## src/hw/rtl/tlvdf_pkg.sv

```systemverilog
// shared types, message codes and defaults for the tlv input message deframer
package tlvdf_pkg;

	localparam int DEF_MAX_PAYLOAD    = 256;
	localparam int DEF_SCANCODE_BYTES = 64;

	// payload bytes kept for decoding, banked as eight byte lanes of eight rows
	localparam int STORE_DEPTH = 64;
	localparam int STORE_LANES = 8;
	localparam int STORE_ROWS  = STORE_DEPTH / STORE_LANES;
	localparam int HEAD_BYTES  = 9;

	localparam logic [7:0]  TYPE_ACTION = 8'h01;
	localparam logic [7:0]  TYPE_SCAN   = 8'h02;
	localparam logic [7:0]  TYPE_MOUSE  = 8'h03;
	localparam logic [15:0] LEN_ACTION  = 16'd12;
	localparam logic [15:0] LEN_MOUSE   = 16'd5;
	localparam int          ACTION_BUTTON_BIT = 4;

	localparam logic [7:0] VERSION_RESET = 8'h01;

	localparam logic [2:0] KIND_ACTION   = 3'd0;
	localparam logic [2:0] KIND_SCAN     = 3'd1;
	localparam logic [2:0] KIND_MOUSE    = 3'd2;
	localparam logic [2:0] KIND_REJECT   = 3'd3;
	localparam logic [2:0] KIND_OVERSIZE = 3'd4;

	typedef struct packed {
		logic       action;
		logic [7:0] data_byte;
	} in_t;

	typedef struct packed {
		logic [2:0]  kind;
		logic [23:0] key_bits;
		logic [3:0]  weapon_bits;
		logic        button;
		logic [15:0] pointer_x;
		logic [15:0] pointer_y;
		logic [63:0] scan_word;
		logic [2:0]  scan_index;
		logic        last;
	} out_t;

	typedef struct packed {
		logic       load_type;
		logic       load_len_lo;
		logic       load_len_hi;
		logic       clr_count;
		logic       store_byte;
		logic       scan_start;
		logic       scan_rd;
		logic       scan_next;
		logic       emit;
		logic [2:0] emit_kind;
		logic       emit_last;
	} cmd_t;

	typedef struct packed {
		logic version_ok;
		logic len_over;
		logic len_zero;
		logic pay_last;
		logic is_action;
		logic is_mouse;
		logic is_scan;
		logic scan_last_word;
		logic out_free;
	} sts_t;

endpackage

```

## src/hw/rtl/tlv_input_message_deframer_top.sv

```systemverilog
// top level of the tlv input message deframer: controller plus datapath
// a result is registered the cycle after its completing byte; scan words first pass ST_SCAN_RD
// throughput: one byte per cycle while the output register drains, outside scancode bursts
// a scancode bitmap holds the input for each 64-bit word while it is fetched by the
// registered read of the byte-lane payload memories
// reset: asynchronous, active low; clears phase and output valid, version back to 1
module tlv_input_message_deframer_top #(
	parameter int MAX_PAYLOAD    = tlvdf_pkg::DEF_MAX_PAYLOAD,
	parameter int SCANCODE_BYTES = tlvdf_pkg::DEF_SCANCODE_BYTES
) (
	input  logic            clk,
	input  logic            arst_n,
	input  logic            in_valid,
	output logic            in_stall,
	input  tlvdf_pkg::in_t  in_data,
	output logic            out_valid,
	input  logic            out_stall,
	output tlvdf_pkg::out_t out_data,
	input  logic            cfg_wr_en,
	input  logic [7:0]      cfg_wr_data
);
	import tlvdf_pkg::*;

	cmd_t cmd;
	sts_t sts;

	tlvdf_ctrl u_ctrl (
		.clk       (clk),
		.arst_n    (arst_n),
		.in_valid  (in_valid),
		.in_action (in_data.action),
		.in_stall  (in_stall),
		.sts       (sts),
		.cmd       (cmd)
	);

	tlvdf_dpath #(
		.MAX_PAYLOAD    (MAX_PAYLOAD),
		.SCANCODE_BYTES (SCANCODE_BYTES)
	) u_dpath (
		.clk         (clk),
		.arst_n      (arst_n),
		.data_byte   (in_data.data_byte),
		.cfg_wr_en   (cfg_wr_en),
		.cfg_wr_data (cfg_wr_data),
		.cmd         (cmd),
		.sts         (sts),
		.out_valid   (out_valid),
		.out_stall   (out_stall),
		.out_data    (out_data)
	);

endmodule

```

## src/hw/rtl/tlvdf_ctrl.sv

```systemverilog
// deframer controller: connection phase, header parse and scancode burst sequencing
module tlvdf_ctrl (
	input  logic            clk,
	input  logic            arst_n,
	input  logic            in_valid,
	input  logic            in_action,
	output logic            in_stall,
	input  tlvdf_pkg::sts_t sts,
	output tlvdf_pkg::cmd_t cmd
);
	import tlvdf_pkg::*;

	localparam logic [2:0] ST_IDLE     = 3'd0;
	localparam logic [2:0] ST_VERSION  = 3'd1;
	localparam logic [2:0] ST_HDR_TYPE = 3'd2;
	localparam logic [2:0] ST_HDR_LO   = 3'd3;
	localparam logic [2:0] ST_HDR_HI   = 3'd4;
	localparam logic [2:0] ST_PAYLOAD  = 3'd5;
	localparam logic [2:0] ST_SCAN_RD  = 3'd6;
	localparam logic [2:0] ST_SCAN_OUT = 3'd7;

	logic [2:0] state_q;
	logic [2:0] state_n;
	logic       accept;

	assign in_stall = (state_q == ST_SCAN_RD) || (state_q == ST_SCAN_OUT) || !sts.out_free;
	assign accept   = in_valid && !in_stall;

	always_comb begin
		state_n = state_q;
		cmd     = '0;
		if (accept && in_action) begin
			state_n = ST_VERSION;
		end else begin
			unique case (state_q)
				ST_IDLE: begin
				end
				ST_VERSION: begin
					if (accept) begin
						if (sts.version_ok) begin
							state_n = ST_HDR_TYPE;
						end else begin
							cmd.emit      = 1'b1;
							cmd.emit_kind = KIND_REJECT;
							cmd.emit_last = 1'b1;
							state_n       = ST_IDLE;
						end
					end
				end
				ST_HDR_TYPE: begin
					if (accept) begin
						cmd.load_type = 1'b1;
						state_n       = ST_HDR_LO;
					end
				end
				ST_HDR_LO: begin
					if (accept) begin
						cmd.load_len_lo = 1'b1;
						state_n         = ST_HDR_HI;
					end
				end
				ST_HDR_HI: begin
					if (accept) begin
						cmd.load_len_hi = 1'b1;
						cmd.clr_count   = 1'b1;
						if (sts.len_over) begin
							cmd.emit      = 1'b1;
							cmd.emit_kind = KIND_OVERSIZE;
							cmd.emit_last = 1'b1;
							state_n       = ST_IDLE;
						end else if (sts.len_zero) begin
							// empty message never matches a decoded type
							state_n = ST_HDR_TYPE;
						end else begin
							state_n = ST_PAYLOAD;
						end
					end
				end
				ST_PAYLOAD: begin
					if (accept) begin
						cmd.store_byte = 1'b1;
						if (sts.pay_last) begin
							state_n = ST_HDR_TYPE;
							if (sts.is_action) begin
								cmd.emit      = 1'b1;
								cmd.emit_kind = KIND_ACTION;
								cmd.emit_last = 1'b1;
							end else if (sts.is_scan) begin
								cmd.scan_start = 1'b1;
								state_n        = ST_SCAN_RD;
							end else if (sts.is_mouse) begin
								cmd.emit      = 1'b1;
								cmd.emit_kind = KIND_MOUSE;
								cmd.emit_last = 1'b1;
							end
						end
					end
				end
				ST_SCAN_RD: begin
					cmd.scan_rd = 1'b1;
					state_n     = ST_SCAN_OUT;
				end
				ST_SCAN_OUT: begin
					if (sts.out_free) begin
						cmd.emit      = 1'b1;
						cmd.emit_kind = KIND_SCAN;
						cmd.emit_last = sts.scan_last_word;
						if (sts.scan_last_word) begin
							state_n = ST_HDR_TYPE;
						end else begin
							cmd.scan_next = 1'b1;
							state_n       = ST_SCAN_RD;
						end
					end
				end
				default: begin
					state_n = ST_IDLE;
				end
			endcase
		end
	end

	always_ff @(posedge clk or negedge arst_n) begin
		if (!arst_n) begin
			state_q <= ST_IDLE;
		end else begin
			state_q <= state_n;
		end
	end

	// no input transfer may slip in while scancode words are being read out
	a_scan_blocks_input: assert property (@(posedge clk) disable iff (!arst_n)
		(state_q == ST_SCAN_RD || state_q == ST_SCAN_OUT) |-> in_stall)
		else $error("input accepted during scancode burst");

	a_reject_goes_idle: assert property (@(posedge clk) disable iff (!arst_n)
		(cmd.emit && cmd.emit_kind == KIND_REJECT) |=> state_q == ST_IDLE)
		else $error("handshake rejection did not close the connection");

	a_scan_end_to_header: assert property (@(posedge clk) disable iff (!arst_n)
		(cmd.emit && cmd.emit_kind == KIND_SCAN && cmd.emit_last) |=> state_q == ST_HDR_TYPE)
		else $error("scancode burst did not return to header parse");

	a_emit_only_when_free: assert property (@(posedge clk) disable iff (!arst_n)
		cmd.emit |-> sts.out_free)
		else $error("result issued while output register held");

endmodule

```

## src/hw/rtl/tlvdf_dpath.sv

```systemverilog
// deframer datapath: header registers, payload store, result build and output register
module tlvdf_dpath #(
	parameter int MAX_PAYLOAD    = tlvdf_pkg::DEF_MAX_PAYLOAD,
	parameter int SCANCODE_BYTES = tlvdf_pkg::DEF_SCANCODE_BYTES
) (
	input  logic             clk,
	input  logic             arst_n,
	input  logic [7:0]       data_byte,
	input  logic             cfg_wr_en,
	input  logic [7:0]       cfg_wr_data,
	input  tlvdf_pkg::cmd_t  cmd,
	output tlvdf_pkg::sts_t  sts,
	output logic             out_valid,
	input  logic             out_stall,
	output tlvdf_pkg::out_t  out_data
);
	import tlvdf_pkg::*;

	localparam int CntW      = $clog2(MAX_PAYLOAD + 1);
	localparam int ScanWords = (SCANCODE_BYTES + 7) / 8;

	logic [7:0]      version_q;
	logic [7:0]      type_q;
	logic [7:0]      len_lo_q;
	logic [15:0]     len_q;
	logic [CntW-1:0] cnt_q;
	logic [15:0]     cnt_ext;
	logic [15:0]     len_in;
	logic            store_wr;
	logic [2:0]      wr_lane;
	logic [2:0]      wr_row;
	logic [2:0]      word_q;
	logic [7:0]      head_q [HEAD_BYTES];
	logic [7:0]      head_n [HEAD_BYTES];
	logic [7:0]      rd_data_q [STORE_LANES];
	logic [63:0]     scan_word;
	logic            out_valid_q;
	out_t            out_q;
	out_t            out_n;

	assign cnt_ext  = {{(16 - CntW){1'b0}}, cnt_q};
	assign len_in   = {data_byte, len_lo_q};
	assign store_wr = cmd.store_byte && (cnt_ext < 16'(STORE_DEPTH));
	assign wr_lane  = cnt_ext[2:0];
	assign wr_row   = cnt_ext[5:3];

	assign sts.version_ok     = (data_byte == version_q);
	assign sts.len_over       = (len_in > 16'(MAX_PAYLOAD));
	assign sts.len_zero       = (len_in == 16'd0);
	// length is at most MAX_PAYLOAD here, so it fits the count width
	assign sts.pay_last       = (CntW'(cnt_q + CntW'(1)) == len_q[CntW-1:0]);
	assign sts.is_action      = (type_q == TYPE_ACTION) && (len_q == LEN_ACTION);
	assign sts.is_mouse       = (type_q == TYPE_MOUSE) && (len_q == LEN_MOUSE);
	assign sts.is_scan        = (type_q == TYPE_SCAN) && (len_q == 16'(SCANCODE_BYTES));
	assign sts.scan_last_word = (word_q == 3'(ScanWords - 1));
	assign sts.out_free       = !(out_valid_q && out_stall);

	always_ff @(posedge clk or negedge arst_n) begin
		if (!arst_n) begin
			version_q <= VERSION_RESET;
		end else if (cfg_wr_en) begin
			version_q <= cfg_wr_data;
		end
	end

	always_ff @(posedge clk) begin
		if (cmd.load_type) begin
			type_q <= data_byte;
		end
		if (cmd.load_len_lo) begin
			len_lo_q <= data_byte;
		end
		if (cmd.load_len_hi) begin
			len_q <= len_in;
		end
		if (cmd.clr_count) begin
			cnt_q <= '0;
		end else if (cmd.store_byte) begin
			cnt_q <= CntW'(cnt_q + CntW'(1));
		end
		if (cmd.scan_start) begin
			word_q <= '0;
		end else if (cmd.scan_next) begin
			word_q <= 3'(word_q + 3'd1);
		end
	end

	// leading payload bytes, with the byte of this transfer passed through
	always_comb begin
		for (int k = 0; k < HEAD_BYTES; k++) begin
			head_n[k] = (cmd.store_byte && cnt_ext == 16'(k)) ? data_byte : head_q[k];
		end
	end

	always_ff @(posedge clk) begin
		for (int k = 0; k < HEAD_BYTES; k++) begin
			head_q[k] <= head_n[k];
		end
	end

	// one byte-lane memory per position within a scancode word
	for (genvar j = 0; j < STORE_LANES; j++) begin : g_lane
		logic [7:0] lane_mem [STORE_ROWS];

		always_ff @(posedge clk) begin
			if (store_wr && wr_lane == 3'(j)) begin
				lane_mem[wr_row] <= data_byte;
			end
			if (cmd.scan_rd) begin
				rd_data_q[j] <= lane_mem[word_q];
			end
		end

		// bytes past the bitmap end read as zero
		assign scan_word[8*j +: 8] = ({3'b000, word_q, 3'(j)} < 9'(SCANCODE_BYTES)) ?
			rd_data_q[j] : 8'h00;
	end

	always_comb begin
		out_n      = '0;
		out_n.kind = cmd.emit_kind;
		out_n.last = cmd.emit_last;
		case (cmd.emit_kind)
			KIND_ACTION: begin
				out_n.key_bits    = {head_n[2], head_n[1], head_n[0]};
				out_n.weapon_bits = head_n[4][3:0];
				out_n.button      = head_n[4][ACTION_BUTTON_BIT];
				out_n.pointer_x   = {head_n[6], head_n[5]};
				out_n.pointer_y   = {head_n[8], head_n[7]};
			end
			KIND_MOUSE: begin
				out_n.button    = head_n[4][0];
				out_n.pointer_x = {head_n[1], head_n[0]};
				out_n.pointer_y = {head_n[3], head_n[2]};
			end
			KIND_SCAN: begin
				out_n.scan_word  = scan_word;
				out_n.scan_index = word_q;
			end
			default: begin
			end
		endcase
	end

	always_ff @(posedge clk or negedge arst_n) begin
		if (!arst_n) begin
			out_valid_q <= 1'b0;
		end else if (cmd.emit) begin
			out_valid_q <= 1'b1;
		end else if (!out_stall) begin
			out_valid_q <= 1'b0;
		end
	end

	always_ff @(posedge clk) begin
		if (cmd.emit) begin
			out_q <= out_n;
		end
	end

	assign out_valid = out_valid_q;
	assign out_data  = out_q;

	a_scan_index_tracks: assert property (@(posedge clk) disable iff (!arst_n)
		(cmd.emit && cmd.emit_kind == KIND_SCAN) |=> out_data.scan_index == $past(word_q))
		else $error("scancode word index out of step");

	a_no_store_after_open_len: assert property (@(posedge clk) disable iff (!arst_n)
		cmd.store_byte |-> cnt_ext < len_q)
		else $error("payload byte stored past message length");

endmodule

```

## config.mk

```make
export PLATFORM = sky130hd
export DESIGN_NAME = tlv_input_message_deframer_top
export DESIGN_NICKNAME = d
export VERILOG_FILES = /design/src/hw/rtl/tlvdf_pkg.sv /design/src/hw/rtl/tlv_input_message_deframer_top.sv /design/src/hw/rtl/tlvdf_ctrl.sv /design/src/hw/rtl/tlvdf_dpath.sv
export SDC_FILE = /design/constraint.sdc
export NUM_CORES = 1
export LEC_CHECK = 0
export BUFFER_PORTS_ARGS = -buffer_cell sky130_fd_sc_hd__clkbuf_2
export CORE_MARGIN = 2
export CORE_UTILIZATION = 59
export CTS_BUF_LIST = sky130_fd_sc_hd__clkbuf_16
export CTS_CLUSTER_DIAMETER = 50
export DETAILED_ROUTE_END_ITERATION = 8
export PLACE_DENSITY_LB_ADDON = 0.12
export SLEW_MARGIN = 20
export SYNTH_ARGS = -nofsm -noshare
export SYNTH_HDL_FRONTEND = slang
export SYNTH_SLANG_ARGS = --single-unit
export TNS_END_PERCENT = 50
```

## constraint.sdc

```tcl
create_clock -name clk -period 15.1 [get_ports clk]
set_clock_uncertainty 0.15 [all_clocks]
set_input_delay 0.755 -clock clk [delete_from_list [all_inputs] [get_ports clk]]
set_output_delay 0.755 -clock clk [all_outputs]
set_load 0.01 [all_outputs]
```

==> results.toml <==
[logic_synthesis]
synth_cells = 1664
async_flop_share_pct = 1.44
synth_ff_type = "edfxtp_1"
yosysTopAreaCell = "edfxtp_1"
synth.distinct_cells = 63
syn_nets = 1694
synth_area_per_cell_sq_um = 19.1
synth.top_cell.area_share_pct = 69.8
ys_ff_latch = 836
ys_seq_area_share_pct = 76.0
synth_edf_count = 740
synthTopCellsByArea = "edfxtp_1, mux4_2, dfxtp_1"
syn_area_sq_um = 31900
yosysWarnings = 0

[pwr]
seqPwrFrac_pct = 48.0
combPwrFrac_pct = 19.8
p_sw_share_pct = 26.4
ir_drop_mv = 0.136
cellLeakagePower_nw = 12.6
powerDensity_nw_per_um2 = 168
clkPwrFrac_pct = 32.2
internal_power_mw = 4.45
p_sw_mw = 1.60
total_power_mw = 6.04

[cells_and_area]
antennaDiodeCount = 0
final_common_cell = "edfxtp_1"
area_growth_syn_to_layout_pct = 12.8
drive_above_1_share_pct = 29.6
fin_area_sq_um = 35900
regArea_sq_um = 24200
nNetsFinal = 1873
layout_common_cells = "edfxtp_1, clkbuf_2, mux4_2, mux2_2, nor2_1"
fill_cells = 3591
multi_input_area_sq_um = 7200

[setup_path]
cp_slowest_cell = "a31o_2"
arrival_ps = 4340
worstPathMaxFanout = 86
end_kind = "register"
crit_type = "input pin to register"
cp-start-kind = "input pin"
cp.required_ps = 15180
path_cells = "clkbuf_2, buf_4, xnor2_1, nand4_1, o211ai_1, a31o_2, nand2_4, buf_6"
max_stage_delay_ps = 740

[route]
wl_per_cell_microns = 23.9
finalWirelength_microns = 62300
drt_iter0_drc = 1355
ant_nets = 0
drc = 0
dr.pass1.iters = 7
num_vias = 15400
via_per_inst = 5.90

[timing]
hold_violations = 0
finalCritPeriodShare_pct = 28.2
setup_viol = 0
worst_slack_ps = 10840
rsz0062_at_grt = "false"
max_slew.worst_pin.slew_ps = 1030
slew_headroom_pct = 31.4
finalSetupTns_ps = 0
period_needed_ps = 4260
slew_violations = 0
fmax_ghz = 0.235

[grt]
grt_max_degree = 105
antenna_found_initial = 0
grt_overflow_total = 0
grt_usage_pct = 22.7
grt_pass1_wl_microns = 94700
grt_pass1_vias = 15800

[placement]
place_area_sq_um = 33300
gp_congestion = 0.831
port_buffers = 155
dp_hpwl_microns = 35100
pre_cts_slack_ps = 10060

[clock_tree]
clkSinkCount = 836
cts.reportedPaths.clkPinSlew_ps = 60
cts_made_buffers = 84
cts_hold_buffers = 1
cts_resized = 0
clockBufferDepth = 3
clk_latency_ps = 620
h-tree-depth = 3
cts-root-buf = "clkbuf_16"
cts_setup_buffers = 0
cts_tree = "done"

[floorplan]
design.die.area_sq_um = 55900
die_width_microns = 236
ios = 156
die_h_microns = 236
rows = 85
coreArea_sq_um = 53600
initial_utilization_pct = 59.4

[job]
maxCapViolations = 0

[outcome]
status = "complete, no violations"

[min_path]
worstHoldPathType = "input pin to register"
metrics by stage:
stage | hold slack (ps) | cells | util, %
2_1_floorplan | 267 | 1664 | -
3_3_place_gp | 273 | 2452 | 62.2
3_5_place_dp | 275 | 2452 | 62.2
4_1_cts | 208 | 2605 | 67.0
5_1_grt | 223 | 2605 | 67.0
6_report | 238 | 2605 | 67.0
sequential cells by signal, indices dropped and copies added (netlist names), 8 cells and up, named ones only:
register                 flops
u_dpath.g_lane.lane_mem    512
u_dpath.cnt_q                9
u_dpath.rd_data_q           64
u_dpath.len_q               16
u_dpath.version_q            8
u_dpath.len_lo_q             8
u_dpath.type_q               8
u_dpath.head_q              69
u_dpath.out_data           132
per-layer routing:
layer	GRT usage (%)	share of wire (%)
met5	0	0
met4	6.56	1.8
met3	4.26	5.6
met2	37.4	50
met1	31.5	43
layout make-up:
type	count	share of cell area, %
flip-flops and latches	836	67.4
multi-input cells	714	20.0
clock buffers	85	5.92
repair buffers	174	2.61
well taps	696	2.42
clock inverters	67	1.28
inverters	33	0.345
synth_stat cells, types with 3 or more instances:
cell type and n:
mux2i_1 50, o211ai_1 3, xor2_1 3, dfrtp_1 11, nand2b_1 3, inv_1 33, nand3_1 17, or3_1 5
a21oi_1 10, nor3b_1 4, dfxtp_1 84, buf_4 5, and3_1 8, nand2_2 3, mux2_4 8, nor4_1 11
clkbuf_1 44, or4_1 3, nor2_1 114, edfxtp_1 740, xnor2_1 22, buf_1 16, nand2_1 56, ha_1 8
o21ai_0 4, mux4_2 128, nor2b_1 4, buf_2 14, and2_1 78, mux2_2 116, o31ai_1 3, and4_1 3
nand4_1 6, nor3_1 13
logic make-up (layout without fill, tap and decap cells):
group	after synthesis	after routing	share of synthesized area, %
DFF	836	836	76.0
xor gates and xnor gates	25	25	0.687
muxes	302	302	15.1
and+or+nand+nor	342	342	5.57
AOI/OAI and AO/OA	37	37	0.844
buffers and inverters	114	359	1.50
adders and majority gates	8	8	0.314
power groups by stage:
stage / clock, mW / combinational, mW / sequential, mW
after floorplan: 0 / 0.838 / 2.96
after global placement: 0 / 1.20 / 2.95
after detailed placement: 0 / 1.21 / 2.96
after CTS: 1.98 / 1.22 / 2.91
after global routing: 2.08 / 1.30 / 2.92
final: 1.95 / 1.20 / 2.90
worst paths after layout:
path / startpoint / depth (start not counted) / to / slack, ps
hold / removal: cfg_wr_data[0] / 2 / u_dpath.version_q[0] / 240
setup reg to reg: u_ctrl.state_q[2] / 6 / u_dpath.out_data[65] / 11010
min in group asynchronous: arst_n / 2 / u_dpath.version_q[7] / 440
max in group asynchronous: arst_n / 2 / u_dpath.version_q[0] / 14070
hold reg to reg: u_dpath.len_lo_q[4] / 0 / u_dpath.len_q[4] / 290
setup / recovery: in_data[2] / 8 / u_dpath.out_data[65] / 10840
critical path: cells and delay by family:
family	cells	cell delay, ps
compound gates	2	1130
xor+xnor	1	210
buf+inv	3	1230
simple gates	2	800
(Power assumes the default switching activity.)
